[src/rtl/mp3fs_pkg.sv]
// ----------------------------------------------------------------------------
// MP3 frame sync package
// Shared constants, lookup tables and controller/datapath link types.
// ----------------------------------------------------------------------------
`default_nettype none

package mp3fs_pkg;

  localparam int unsigned MaxBufferBytes = 65536;
  localparam int unsigned OffsetCapInt   =
    (MaxBufferBytes - 1 > 65535) ? 65535 : MaxBufferBytes - 1;
  localparam logic [15:0] OffsetCap      = 16'(OffsetCapInt);

  localparam logic [31:0] SyncMask   = 32'hffe00000;
  localparam int unsigned FrameConst = 144000;

  localparam int unsigned ProdW     = 26;
  localparam int unsigned QuoW      = 11;
  localparam int unsigned DivSteps  = QuoW;
  localparam int unsigned DivCntW   = $clog2(DivSteps);

  typedef enum logic [1:0] {
    ST_FOUND     = 2'd0,
    ST_FREE      = 2'd1,
    ST_NOT_FOUND = 2'd2
  } status_e;

  typedef enum logic [1:0] {
    VER_MPEG1  = 2'd0,
    VER_MPEG2  = 2'd1,
    VER_MPEG25 = 2'd2
  } version_e;

  typedef struct packed {
    logic accept;
    logic mul;
    logic div_step;
    logic load;
  } cmd_t;

  typedef struct packed {
    logic hit;
    logic miss;
  } sts_t;

  function automatic logic [15:0] rate_base(input logic [1:0] sr);
    logic [15:0] r;
    case (sr)
      2'd0:    r = 16'd44100;
      2'd1:    r = 16'd48000;
      2'd2:    r = 16'd32000;
      default: r = 16'd44100;
    endcase
    return r;
  endfunction

  function automatic logic [8:0] kbps_lookup(input logic lsf, input logic [3:0] br);
    logic [8:0] k;
    if (!lsf) begin
      case (br)
        4'd1:    k = 9'd32;
        4'd2:    k = 9'd40;
        4'd3:    k = 9'd48;
        4'd4:    k = 9'd56;
        4'd5:    k = 9'd64;
        4'd6:    k = 9'd80;
        4'd7:    k = 9'd96;
        4'd8:    k = 9'd112;
        4'd9:    k = 9'd128;
        4'd10:   k = 9'd160;
        4'd11:   k = 9'd192;
        4'd12:   k = 9'd224;
        4'd13:   k = 9'd256;
        4'd14:   k = 9'd320;
        default: k = 9'd0;
      endcase
    end else begin
      case (br)
        4'd1:    k = 9'd8;
        4'd2:    k = 9'd16;
        4'd3:    k = 9'd24;
        4'd4:    k = 9'd32;
        4'd5:    k = 9'd40;
        4'd6:    k = 9'd48;
        4'd7:    k = 9'd56;
        4'd8:    k = 9'd64;
        4'd9:    k = 9'd80;
        4'd10:   k = 9'd96;
        4'd11:   k = 9'd112;
        4'd12:   k = 9'd128;
        4'd13:   k = 9'd144;
        4'd14:   k = 9'd160;
        default: k = 9'd0;
      endcase
    end
    return k;
  endfunction

endpackage

`default_nettype wire

[src/rtl/mp3fs_in_if.sv]
// ----------------------------------------------------------------------------
// MP3 frame sync input channel
// Byte stream with buffer start and end markers, valid/ready handshake.
// ----------------------------------------------------------------------------
`default_nettype none

interface mp3fs_in_if;
  logic       valid;
  logic       ready;
  logic [7:0] data_byte;
  logic       first_byte;
  logic       last_byte;

  modport source (output valid, data_byte, first_byte, last_byte, input ready);
  modport sink   (input valid, data_byte, first_byte, last_byte, output ready);
endinterface

`default_nettype wire

[src/rtl/mp3fs_out_if.sv]
// ----------------------------------------------------------------------------
// MP3 frame sync result channel
// Decoded header fields or not-found status, valid/ready handshake.
// ----------------------------------------------------------------------------
`default_nettype none

interface mp3fs_out_if;
  logic        valid;
  logic        ready;
  logic [1:0]  status;
  logic [15:0] header_offset;
  logic [1:0]  mpeg_version;
  logic [1:0]  channel_count;
  logic [15:0] sample_rate_hz;
  logic [8:0]  bit_rate_kbps;
  logic [10:0] frame_bytes;
  logic [5:0]  side_info_bytes;
  logic [10:0] samples_per_frame;

  modport source (output valid, status, header_offset, mpeg_version, channel_count,
                  sample_rate_hz, bit_rate_kbps, frame_bytes, side_info_bytes,
                  samples_per_frame, input ready);
  modport sink   (input valid, status, header_offset, mpeg_version, channel_count,
                  sample_rate_hz, bit_rate_kbps, frame_bytes, side_info_bytes,
                  samples_per_frame, output ready);
endinterface

`default_nettype wire

[src/rtl/mp3fs_ctrl.sv]
// ----------------------------------------------------------------------------
// MP3 frame sync controller
// Sequences scan, frame size multiply, iterative divide and result load.
// ----------------------------------------------------------------------------
`default_nettype none

module mp3fs_ctrl (
  input  wire logic              clk_i,
  input  wire logic              rst_ni,
  input  wire logic              in_valid_i,
  output logic                   in_ready_o,
  output logic                   out_valid_o,
  input  wire logic              out_ready_i,
  input  wire mp3fs_pkg::sts_t   sts_i,
  output mp3fs_pkg::cmd_t        cmd_o
);

  typedef enum logic [3:0] {
    S_SCAN = 4'b0001,
    S_MUL  = 4'b0010,
    S_DIV  = 4'b0100,
    S_LOAD = 4'b1000
  } ctrl_state_e;

  ctrl_state_e                        state_q, state_d;
  logic [mp3fs_pkg::DivCntW-1:0]      cnt_q, cnt_d;
  logic                               out_valid_q, out_valid_d;
  logic                               accept;

  assign in_ready_o  = (state_q == S_SCAN);
  assign accept      = in_valid_i & in_ready_o;
  assign out_valid_o = out_valid_q;

  always_comb begin
    state_d      = state_q;
    cnt_d        = cnt_q;
    cmd_o        = '0;
    cmd_o.accept = accept;
    out_valid_d  = out_valid_q & ~out_ready_i;
    case (state_q)
      S_SCAN: begin
        if (accept && sts_i.hit) begin
          state_d = S_MUL;
        end else if (accept && sts_i.miss) begin
          state_d = S_LOAD;
        end
      end
      S_MUL: begin
        cmd_o.mul = 1'b1;
        cnt_d     = mp3fs_pkg::DivCntW'(mp3fs_pkg::DivSteps - 1);
        state_d   = S_DIV;
      end
      S_DIV: begin
        cmd_o.div_step = 1'b1;
        if (cnt_q == '0) begin
          state_d = S_LOAD;
        end else begin
          cnt_d = cnt_q - 1'b1;
        end
      end
      S_LOAD: begin
        if (!out_valid_q || out_ready_i) begin
          cmd_o.load  = 1'b1;
          out_valid_d = 1'b1;
          state_d     = S_SCAN;
        end
      end
      default: state_d = S_SCAN;
    endcase
  end

  always_ff @(posedge clk_i or negedge rst_ni) begin
    if (!rst_ni) begin
      state_q     <= S_SCAN;
      cnt_q       <= '0;
      out_valid_q <= 1'b0;
    end else begin
      state_q     <= state_d;
      cnt_q       <= cnt_d;
      out_valid_q <= out_valid_d;
    end
  end

endmodule

`default_nettype wire

[src/rtl/mp3fs_dp.sv]
// ----------------------------------------------------------------------------
// MP3 frame sync datapath
// Byte window, offset counter, header decode, frame size divider, result regs.
// ----------------------------------------------------------------------------
`default_nettype none

module mp3fs_dp (
  input  wire logic              clk_i,
  input  wire logic              rst_ni,
  input  wire mp3fs_pkg::cmd_t   cmd_i,
  output mp3fs_pkg::sts_t        sts_o,
  input  wire logic [7:0]        data_byte_i,
  input  wire logic              first_byte_i,
  input  wire logic              last_byte_i,
  output logic [1:0]             status_o,
  output logic [15:0]            header_offset_o,
  output logic [1:0]             mpeg_version_o,
  output logic [1:0]             channel_count_o,
  output logic [15:0]            sample_rate_hz_o,
  output logic [8:0]             bit_rate_kbps_o,
  output logic [10:0]            frame_bytes_o,
  output logic [5:0]             side_info_bytes_o,
  output logic [10:0]            samples_per_frame_o
);

  localparam int unsigned PW = mp3fs_pkg::ProdW;
  localparam int unsigned QW = mp3fs_pkg::QuoW;

  logic [23:0]   window_q, window_d, window_eff;
  logic [15:0]   seen_q, seen_d, seen_eff;
  logic [1:0]    fill_q, fill_d, fill_eff;
  logic          done_q, done_d, done_eff;
  logic [31:0]   hdr_word;
  logic          hdr_ok;
  logic          hit, miss;

  logic [31:0]   hdr_q;
  logic [15:0]   offset_q;
  logic          nf_q;
  logic [PW-1:0] rem_q;
  logic [PW-1:0] dsh_q;
  logic [QW-1:0] quo_q;

  logic [1:0]    ver;
  logic          lsf, m25;
  logic [15:0]   rate;
  logic [15:0]   divisor;
  logic [8:0]    kbps;
  logic [1:0]    ch;
  logic [5:0]    side;
  logic [10:0]   spf;
  logic          rem_ge;

  logic [1:0]    status_q;
  logic [15:0]   header_offset_q;
  logic [1:0]    mpeg_version_q;
  logic [1:0]    channel_count_q;
  logic [15:0]   sample_rate_hz_q;
  logic [8:0]    bit_rate_kbps_q;
  logic [10:0]   frame_bytes_q;
  logic [5:0]    side_info_bytes_q;
  logic [10:0]   samples_per_frame_q;

  // clear on buffer start before using the byte
  assign window_eff = first_byte_i ? '0 : window_q;
  assign seen_eff   = first_byte_i ? '0 : seen_q;
  assign fill_eff   = first_byte_i ? '0 : fill_q;
  assign done_eff   = first_byte_i ? 1'b0 : done_q;

  assign hdr_word = {window_eff, data_byte_i};
  assign hdr_ok   = ((hdr_word & mp3fs_pkg::SyncMask) == mp3fs_pkg::SyncMask) &&
                    (hdr_word[18:17] == 2'b01) &&
                    (hdr_word[15:12] != 4'hf) &&
                    (hdr_word[11:10] != 2'b11);
  assign hit  = !done_eff && (fill_eff == 2'd3) && hdr_ok;
  assign miss = !done_eff && !hit && last_byte_i;

  assign sts_o.hit  = hit;
  assign sts_o.miss = miss;

  always_comb begin
    window_d = window_eff;
    seen_d   = seen_eff;
    fill_d   = fill_eff;
    done_d   = done_eff;
    if (!done_eff) begin
      if (hit) begin
        done_d = 1'b1;
      end else begin
        if (fill_eff == 2'd3) begin
          if (seen_eff < mp3fs_pkg::OffsetCap) begin
            seen_d = seen_eff + 1'b1;
          end
        end else begin
          fill_d = fill_eff + 1'b1;
        end
        window_d = hdr_word[23:0];
        done_d   = last_byte_i;
      end
    end
  end

  always_ff @(posedge clk_i or negedge rst_ni) begin
    if (!rst_ni) begin
      window_q <= '0;
      seen_q   <= '0;
      fill_q   <= '0;
      done_q   <= 1'b0;
    end else if (cmd_i.accept) begin
      window_q <= window_d;
      seen_q   <= seen_d;
      fill_q   <= fill_d;
      done_q   <= done_d;
    end
  end

  // header decode
  always_comb begin
    case (hdr_q[20:19])
      2'b00:   ver = mp3fs_pkg::VER_MPEG25;
      2'b10:   ver = mp3fs_pkg::VER_MPEG2;
      default: ver = mp3fs_pkg::VER_MPEG1;
    endcase
    lsf     = (ver != mp3fs_pkg::VER_MPEG1);
    m25     = (ver == mp3fs_pkg::VER_MPEG25);
    rate    = mp3fs_pkg::rate_base(hdr_q[11:10]) >> ({1'b0, lsf} + {1'b0, m25});
    divisor = rate << lsf;
    kbps    = mp3fs_pkg::kbps_lookup(lsf, hdr_q[15:12]);
    ch      = (hdr_q[7:6] == 2'b11) ? 2'd1 : 2'd2;
    if (ch == 2'd2 && !lsf) begin
      side = 6'd32;
    end else if (ch == 2'd1 && lsf) begin
      side = 6'd9;
    end else begin
      side = 6'd17;
    end
    spf = lsf ? 11'd576 : 11'd1152;
  end

  assign rem_ge = (rem_q >= dsh_q);

  always_ff @(posedge clk_i) begin
    if (cmd_i.accept && (hit || miss)) begin
      hdr_q    <= hdr_word;
      offset_q <= seen_eff;
      nf_q     <= !hit;
    end
    if (cmd_i.mul) begin
      rem_q <= PW'(kbps * mp3fs_pkg::FrameConst);
      dsh_q <= {divisor, (PW - 16)'(0)};
    end else if (cmd_i.div_step) begin
      if (rem_ge) begin
        rem_q <= rem_q - dsh_q;
      end
      dsh_q <= dsh_q >> 1;
      quo_q <= {quo_q[QW-2:0], rem_ge};
    end
    if (cmd_i.load) begin
      if (nf_q) begin
        status_q            <= mp3fs_pkg::ST_NOT_FOUND;
        header_offset_q     <= '0;
        mpeg_version_q      <= '0;
        channel_count_q     <= '0;
        sample_rate_hz_q    <= '0;
        bit_rate_kbps_q     <= '0;
        frame_bytes_q       <= '0;
        side_info_bytes_q   <= '0;
        samples_per_frame_q <= '0;
      end else begin
        status_q            <= (hdr_q[15:12] == 4'd0) ? mp3fs_pkg::ST_FREE
                                                       : mp3fs_pkg::ST_FOUND;
        header_offset_q     <= offset_q;
        mpeg_version_q      <= ver;
        channel_count_q     <= ch;
        sample_rate_hz_q    <= rate;
        bit_rate_kbps_q     <= kbps;
        frame_bytes_q       <= (kbps == '0) ? '0 : (quo_q + {10'd0, hdr_q[9]});
        side_info_bytes_q   <= side;
        samples_per_frame_q <= spf;
      end
    end
  end

  assign status_o            = status_q;
  assign header_offset_o     = header_offset_q;
  assign mpeg_version_o      = mpeg_version_q;
  assign channel_count_o     = channel_count_q;
  assign sample_rate_hz_o    = sample_rate_hz_q;
  assign bit_rate_kbps_o     = bit_rate_kbps_q;
  assign frame_bytes_o       = frame_bytes_q;
  assign side_info_bytes_o   = side_info_bytes_q;
  assign samples_per_frame_o = samples_per_frame_q;

endmodule

`default_nettype wire

[src/rtl/mp3_frame_sync_header_decoder.sv]
// ----------------------------------------------------------------------------
// MP3 frame sync header decoder
// Scans a byte buffer for the first MPEG Layer III frame header and decodes it.
//
// in_i carries one buffer byte per transaction with first_byte and last_byte
// markers. out_o carries one result per buffer: the decoded header of the
// first match, or a not-found status when the last byte passes unmatched.
// While scanning, the block takes one byte per cycle. A matching byte starts
// the frame size computation: a multiply step, then a restoring divider
// that yields one quotient bit per cycle, then a load step; the block takes
// no byte until the load step is done. A last byte without a match goes
// straight to the load step. The result sits in an output register until
// taken; when the receiver stalls, scanning goes on and a further result
// waits in the load step until the register frees. Bytes after a result are
// dropped until first_byte starts a new buffer. Reset clears the window, the
// offset counter, the done flag and the output valid.
// ----------------------------------------------------------------------------
`default_nettype none

module mp3_frame_sync_header_decoder (
  input  wire logic   clk_i,
  input  wire logic   rst_ni,
  mp3fs_in_if.sink    in_i,
  mp3fs_out_if.source out_o
);

  mp3fs_pkg::cmd_t cmd;
  mp3fs_pkg::sts_t sts;

  mp3fs_ctrl u_ctrl (
    .clk_i       (clk_i),
    .rst_ni      (rst_ni),
    .in_valid_i  (in_i.valid),
    .in_ready_o  (in_i.ready),
    .out_valid_o (out_o.valid),
    .out_ready_i (out_o.ready),
    .sts_i       (sts),
    .cmd_o       (cmd)
  );

  mp3fs_dp u_dp (
    .clk_i               (clk_i),
    .rst_ni              (rst_ni),
    .cmd_i               (cmd),
    .sts_o               (sts),
    .data_byte_i         (in_i.data_byte),
    .first_byte_i        (in_i.first_byte),
    .last_byte_i         (in_i.last_byte),
    .status_o            (out_o.status),
    .header_offset_o     (out_o.header_offset),
    .mpeg_version_o      (out_o.mpeg_version),
    .channel_count_o     (out_o.channel_count),
    .sample_rate_hz_o    (out_o.sample_rate_hz),
    .bit_rate_kbps_o     (out_o.bit_rate_kbps),
    .frame_bytes_o       (out_o.frame_bytes),
    .side_info_bytes_o   (out_o.side_info_bytes),
    .samples_per_frame_o (out_o.samples_per_frame)
  );

endmodule

`default_nettype wire

[src/flat_wrapper.sv]
// flat-port wrapper written by rule: the top's interface ports become plain ports
module mp3_frame_sync_header_decoder_flat 
  (clk_i, rst_ni, in_i_valid, in_i_data_byte, in_i_first_byte, in_i_last_byte, in_i_ready, out_o_valid, out_o_status, out_o_header_offset, out_o_mpeg_version, out_o_channel_count, out_o_sample_rate_hz, out_o_bit_rate_kbps, out_o_frame_bytes, out_o_side_info_bytes, out_o_samples_per_frame, out_o_ready);
  mp3fs_in_if in_i_i ();
  mp3fs_out_if out_o_i ();
  input  wire logic clk_i;
  input  wire logic rst_ni;
  input wire logic [$bits(in_i_i.valid)-1:0] in_i_valid;
  input wire logic [$bits(in_i_i.data_byte)-1:0] in_i_data_byte;
  input wire logic [$bits(in_i_i.first_byte)-1:0] in_i_first_byte;
  input wire logic [$bits(in_i_i.last_byte)-1:0] in_i_last_byte;
  output wire logic [$bits(in_i_i.ready)-1:0] in_i_ready;
  output wire logic [$bits(out_o_i.valid)-1:0] out_o_valid;
  output wire logic [$bits(out_o_i.status)-1:0] out_o_status;
  output wire logic [$bits(out_o_i.header_offset)-1:0] out_o_header_offset;
  output wire logic [$bits(out_o_i.mpeg_version)-1:0] out_o_mpeg_version;
  output wire logic [$bits(out_o_i.channel_count)-1:0] out_o_channel_count;
  output wire logic [$bits(out_o_i.sample_rate_hz)-1:0] out_o_sample_rate_hz;
  output wire logic [$bits(out_o_i.bit_rate_kbps)-1:0] out_o_bit_rate_kbps;
  output wire logic [$bits(out_o_i.frame_bytes)-1:0] out_o_frame_bytes;
  output wire logic [$bits(out_o_i.side_info_bytes)-1:0] out_o_side_info_bytes;
  output wire logic [$bits(out_o_i.samples_per_frame)-1:0] out_o_samples_per_frame;
  input wire logic [$bits(out_o_i.ready)-1:0] out_o_ready;
  assign in_i_i.valid = in_i_valid;
  assign in_i_i.data_byte = in_i_data_byte;
  assign in_i_i.first_byte = in_i_first_byte;
  assign in_i_i.last_byte = in_i_last_byte;
  assign in_i_ready = in_i_i.ready;
  assign out_o_valid = out_o_i.valid;
  assign out_o_status = out_o_i.status;
  assign out_o_header_offset = out_o_i.header_offset;
  assign out_o_mpeg_version = out_o_i.mpeg_version;
  assign out_o_channel_count = out_o_i.channel_count;
  assign out_o_sample_rate_hz = out_o_i.sample_rate_hz;
  assign out_o_bit_rate_kbps = out_o_i.bit_rate_kbps;
  assign out_o_frame_bytes = out_o_i.frame_bytes;
  assign out_o_side_info_bytes = out_o_i.side_info_bytes;
  assign out_o_samples_per_frame = out_o_i.samples_per_frame;
  assign out_o_i.ready = out_o_ready;
  mp3_frame_sync_header_decoder u_core (.clk_i(clk_i), .rst_ni(rst_ni), .in_i(in_i_i), .out_o(out_o_i));
endmodule
[config.mk]
export PLATFORM = sky130hd
export DESIGN_NAME = mp3_frame_sync_header_decoder_flat
export DESIGN_NICKNAME = d
export VERILOG_FILES = /design/src/rtl/mp3fs_pkg.sv /design/src/rtl/mp3fs_in_if.sv /design/src/rtl/mp3fs_out_if.sv /design/src/rtl/mp3fs_ctrl.sv /design/src/rtl/mp3fs_dp.sv /design/src/rtl/mp3_frame_sync_header_decoder.sv /design/src/flat_wrapper.sv
export SDC_FILE = /design/constraint.sdc
export NUM_CORES = 1
export LEC_CHECK = 0
export ABC_AREA = 1
export BUFFER_PORTS_ARGS = -buffer_cell sky130_fd_sc_hd__buf_4
export CAP_MARGIN = 40
export CORE_MARGIN = 2
export CORE_UTILIZATION = 55
export CTS_BUF_LIST = sky130_fd_sc_hd__clkbuf_16
export DETAILED_ROUTE_END_ITERATION = 7
export PLACE_DENSITY = 0.74
export REMOVE_ABC_BUFFERS = 1
export SLEW_MARGIN = 20
export SYNTH_ARGS = -nofsm -noshare
export SYNTH_HDL_FRONTEND = slang
export SYNTH_HIERARCHICAL = 1
export SYNTH_SLANG_ARGS = --single-unit
[constraint.sdc]
create_clock -name clk_i -period 9.3 [get_ports clk_i]
set_input_delay 0.465 -clock clk_i [delete_from_list [all_inputs] [get_ports clk_i]]
set_output_delay 0.465 -clock clk_i [all_outputs]
set_load 0.005 [all_outputs]
==> impl_metrics.yaml <==
run_status:
  violations: "negative hold slack"
  status: "finished, violations left"
global_route:
  grt_pass1_vias: 9273
  track_usage_pct: 24.1
  grt_antenna_before_repair: 0
  grt_pass1_wl_um: 46500
  grt_max_degree: 56
  overflow: 0
synth:
  yosysWarnings: 6
  yosys.area.top_type: "edfxtp_1"
  yosysMostFrequentCell: "nand2_1"
  syn_area_mm2: 0.0123
  yosysSeqAreaShare_pct: 48.2
  synth.top_cell.area_share_pct: 33.0
  synth_edf_count: 135
  synth_area_per_cell_um2: 8.67
  ys_async_sr_fraction_pct: 24.2
  synth_top_cells_by_count: "nand2_1, inv_1, nor2_1, edfxtp_1, o21ai_0"
  synth_seq_cells: 215
  netlist_top_cells_area: "edfxtp_1, dfrtp_1, ha_1, nand2_1, inv_1"
  ys.flop_type: "edfxtp_1"
  synthCells: 1415
  yosysUniqueCellTypes: 51
floorplan:
  die_x_um: 153
  io_pins: 91
  core_region_area_mm2: 0.0219
  rows: 54
  dieArea_mm2: 0.0235
  die_y_um: 153
  start_util_pct: 56.1
cts:
  cts_tree: "yes"
  h-tree-depth: 1
  cts_buffer_depth: 3
  cts_setup_buffers: 0
  hold_buffers: 0
  cts_buffers: 24
  root_buffer: "clkbuf_16"
  ctsResizeCount: 0
  path_clk_slew_ns: 0.06
  clock_latency_ns: 0.53
  cts.sinks: 215
placement:
  place_ws_ns: 4.79
  routabilityCongestion: 0.908
  post-dp-hpwl_um: 21000
  placed_cells: 1749
  placed_area_mm2: 0.0131
  buffer_ports.inserted: 78
timing:
  setup_slack_ns: 4.76
  worst_slew_pin_slew_ns: 0.802
  slew_headroom_pct: 46.0
  setup_tns_ns: 0
  hold_viol_final: 31
  rsz0062_at_grt: "no"
  timing.final.crit_share_pct: 48.8
  period_minus_slack_ns: 4.54
  setup_viol_count_final: 0
  clock.fmax_mhz: 220
  skew_ns: 0.0154
  slew_viol_final: 0
  hold-worst-slack_ns: -0.0293
power:
  sw_frac_of_total_pct: 30.7
  power.share.sequential_pct: 43.0
  ir_drop_mv: 0.201
  comb_power_share_pct: 23.5
  clockPowerShare_pct: 33.6
  power_density_mw_per_mm2: 205
  intPower_uw: 1970
  total_power_uw: 2840
  leakage_uw: 0.00635
  switching_power_uw: 873
cells_and_area:
  final_cell_area_mm2: 0.0139
  layout.cells.non_filler: 1793
  drive_gt1_share_pct: 12.0
  num-nets-final: 1596
  area_growth_pct: 13.2
  diodes: 0
  fillers: 1889
worst_setup_path:
  end_kind: "flip-flop"
  timing.rr.start: "u_core/u_dp/hdr_q[19]"
  crit_required_ns: 9.57
  arrival_ns: 4.81
  crit_fanout: 17
  start_kind: "flip-flop"
  cp-startpoint: "u_core/u_dp/hdr_q[19]"
  crit_type: "reg -> reg"
drt:
  drt_iter0_drc: 695
  ant_nets: 0
  post_drt_wl_per_cell_um: 15.9
  first_pass_iters: 7
  vias: 9602
  drc: 0
  via_per_inst: 5.36
  totalWireLength_um: 28400
hold_path:
  hold_class: "in -> async"
run:
  cap_violations: 0
## cells in the final DEF (no fill, tap or decap), types with 20 or more instances in the layout
cell type	netlist	routed
xor2_1	20	20
dfxtp_1	28	28
nand4_1	23	23
nor2_1	165	163
buf_4	18	84
nand2_1	268	268
a21oi_1	71	71
o21ai_0	83	83
nand3_1	69	69
o22ai_1	23	23
clkbuf_16	0	25
edfxtp_1	135	135
ha_1	81	81
dfrtp_1	51	51
inv_1	224	228
## per-stage QoR
step	util, %	hold slack (ns)
finish	63.4	-0.0293
detailed placement	59.8	0.445
global route	63.4	0.0313
floorplan	-	0.169
CTS	63.4	0.00351
global placement	59.6	0.437
## area by class of cell
class                      instances  area, um^2  area share (%)
sequential                       215        5920            42.6
multi-input combinational        935        5270            38.0
tap                              280         350            2.52
clock buffer                      25         626            4.50
clock inverter                    19         173            1.24
timing repair buffer              87         672            4.84
inverter                         232         881            6.34
## path summary, 6_finish.rpt
kind	endpoint	slack (ns)	depth (start not counted)
worst min-delay path	u_core/u_dp/seen_q[2]	-0.03	1
worst min register to register	u_core/u_dp/quo_q[8]	0.46	0
max in group asynchronous	u_core/u_ctrl/cnt_q[1]	8.86	1
min in group clk_i	u_core/u_dp/hdr_q[7]	0.14	1
worst max-delay path	u_core/u_dp/rem_q[24]	4.76	18
worst max register to register	u_core/u_dp/rem_q[24]	4.76	18
## power by group through the flow
stage | registers [uW] | logic, uW | clock network [uW]
floorplan | 1230 | 441 | 0
global placement | 1240 | 645 | 0
detailed placement | 1240 | 659 | 0
CTS | 1220 | 671 | 970
global route | 1240 | 761 | 1010
finish | 1220 | 667 | 955
## registers in the layout, summed over array words and instances (netlist names), 4 cells and up, named ones only
name / count
u_core/u_dp/offset_q: 16
u_core/u_dp/bit_rate_kbps_o: 6
u_core/u_dp/seen_q: 16
u_core/u_ctrl/state_q: 4
u_core/u_dp/sample_rate_hz_o: 16
u_core/u_dp/hdr_q: 11
u_core/u_dp/header_offset_o: 16
u_core/u_dp/frame_bytes_o: 11
u_core/u_ctrl/cnt_q: 4
u_core/u_dp/rem_q: 26
u_core/u_dp/quo_q: 11
u_core/u_dp/window_q: 24
u_core/u_dp/dsh_q: 26
u_core/u_dp/side_info_bytes_o: 4
## critical path, stage by stage, from the launching register on
cell      delay (ns)
edfxtp_1        0.67
inv_1           0.28
or2_2           0.33
o21ai_0         0.16
inv_1           0.19
ha_1            0.33
ha_1            0.30
fa_1            0.48
ha_1            0.31
ha_1            0.37
nand3_1         0.10
nand2_1         0.13
nand4_1         0.09
nand2_1         0.10
nand2_1         0.08
o21ai_0         0.15
nand2_1         0.07
nand3_1         0.08
nand2_1         0.05
## logic make-up after synthesis
logic type	Yosys count	synth area share (%)
AO/OA/AOI/OAI	211	9.50
XOR/XNOR	30	2.14
other	1	0.0306
AND/OR/NAND/NOR	594	21.6
buffers and inverters	277	9.29
flip-flops	215	48.2
adder cells (fa/ha/maj)	87	9.24
## per-layer routing
layer	share of wire, %	global-route usage, %	vias up
li1	-	-	4774
met1	43	32.4	4509
met2	49	41.7	269
met3	6.2	3.15	50
met4	2.4	5.94	0
met5	0	0	-
Power figures use the tool's default switching activity.
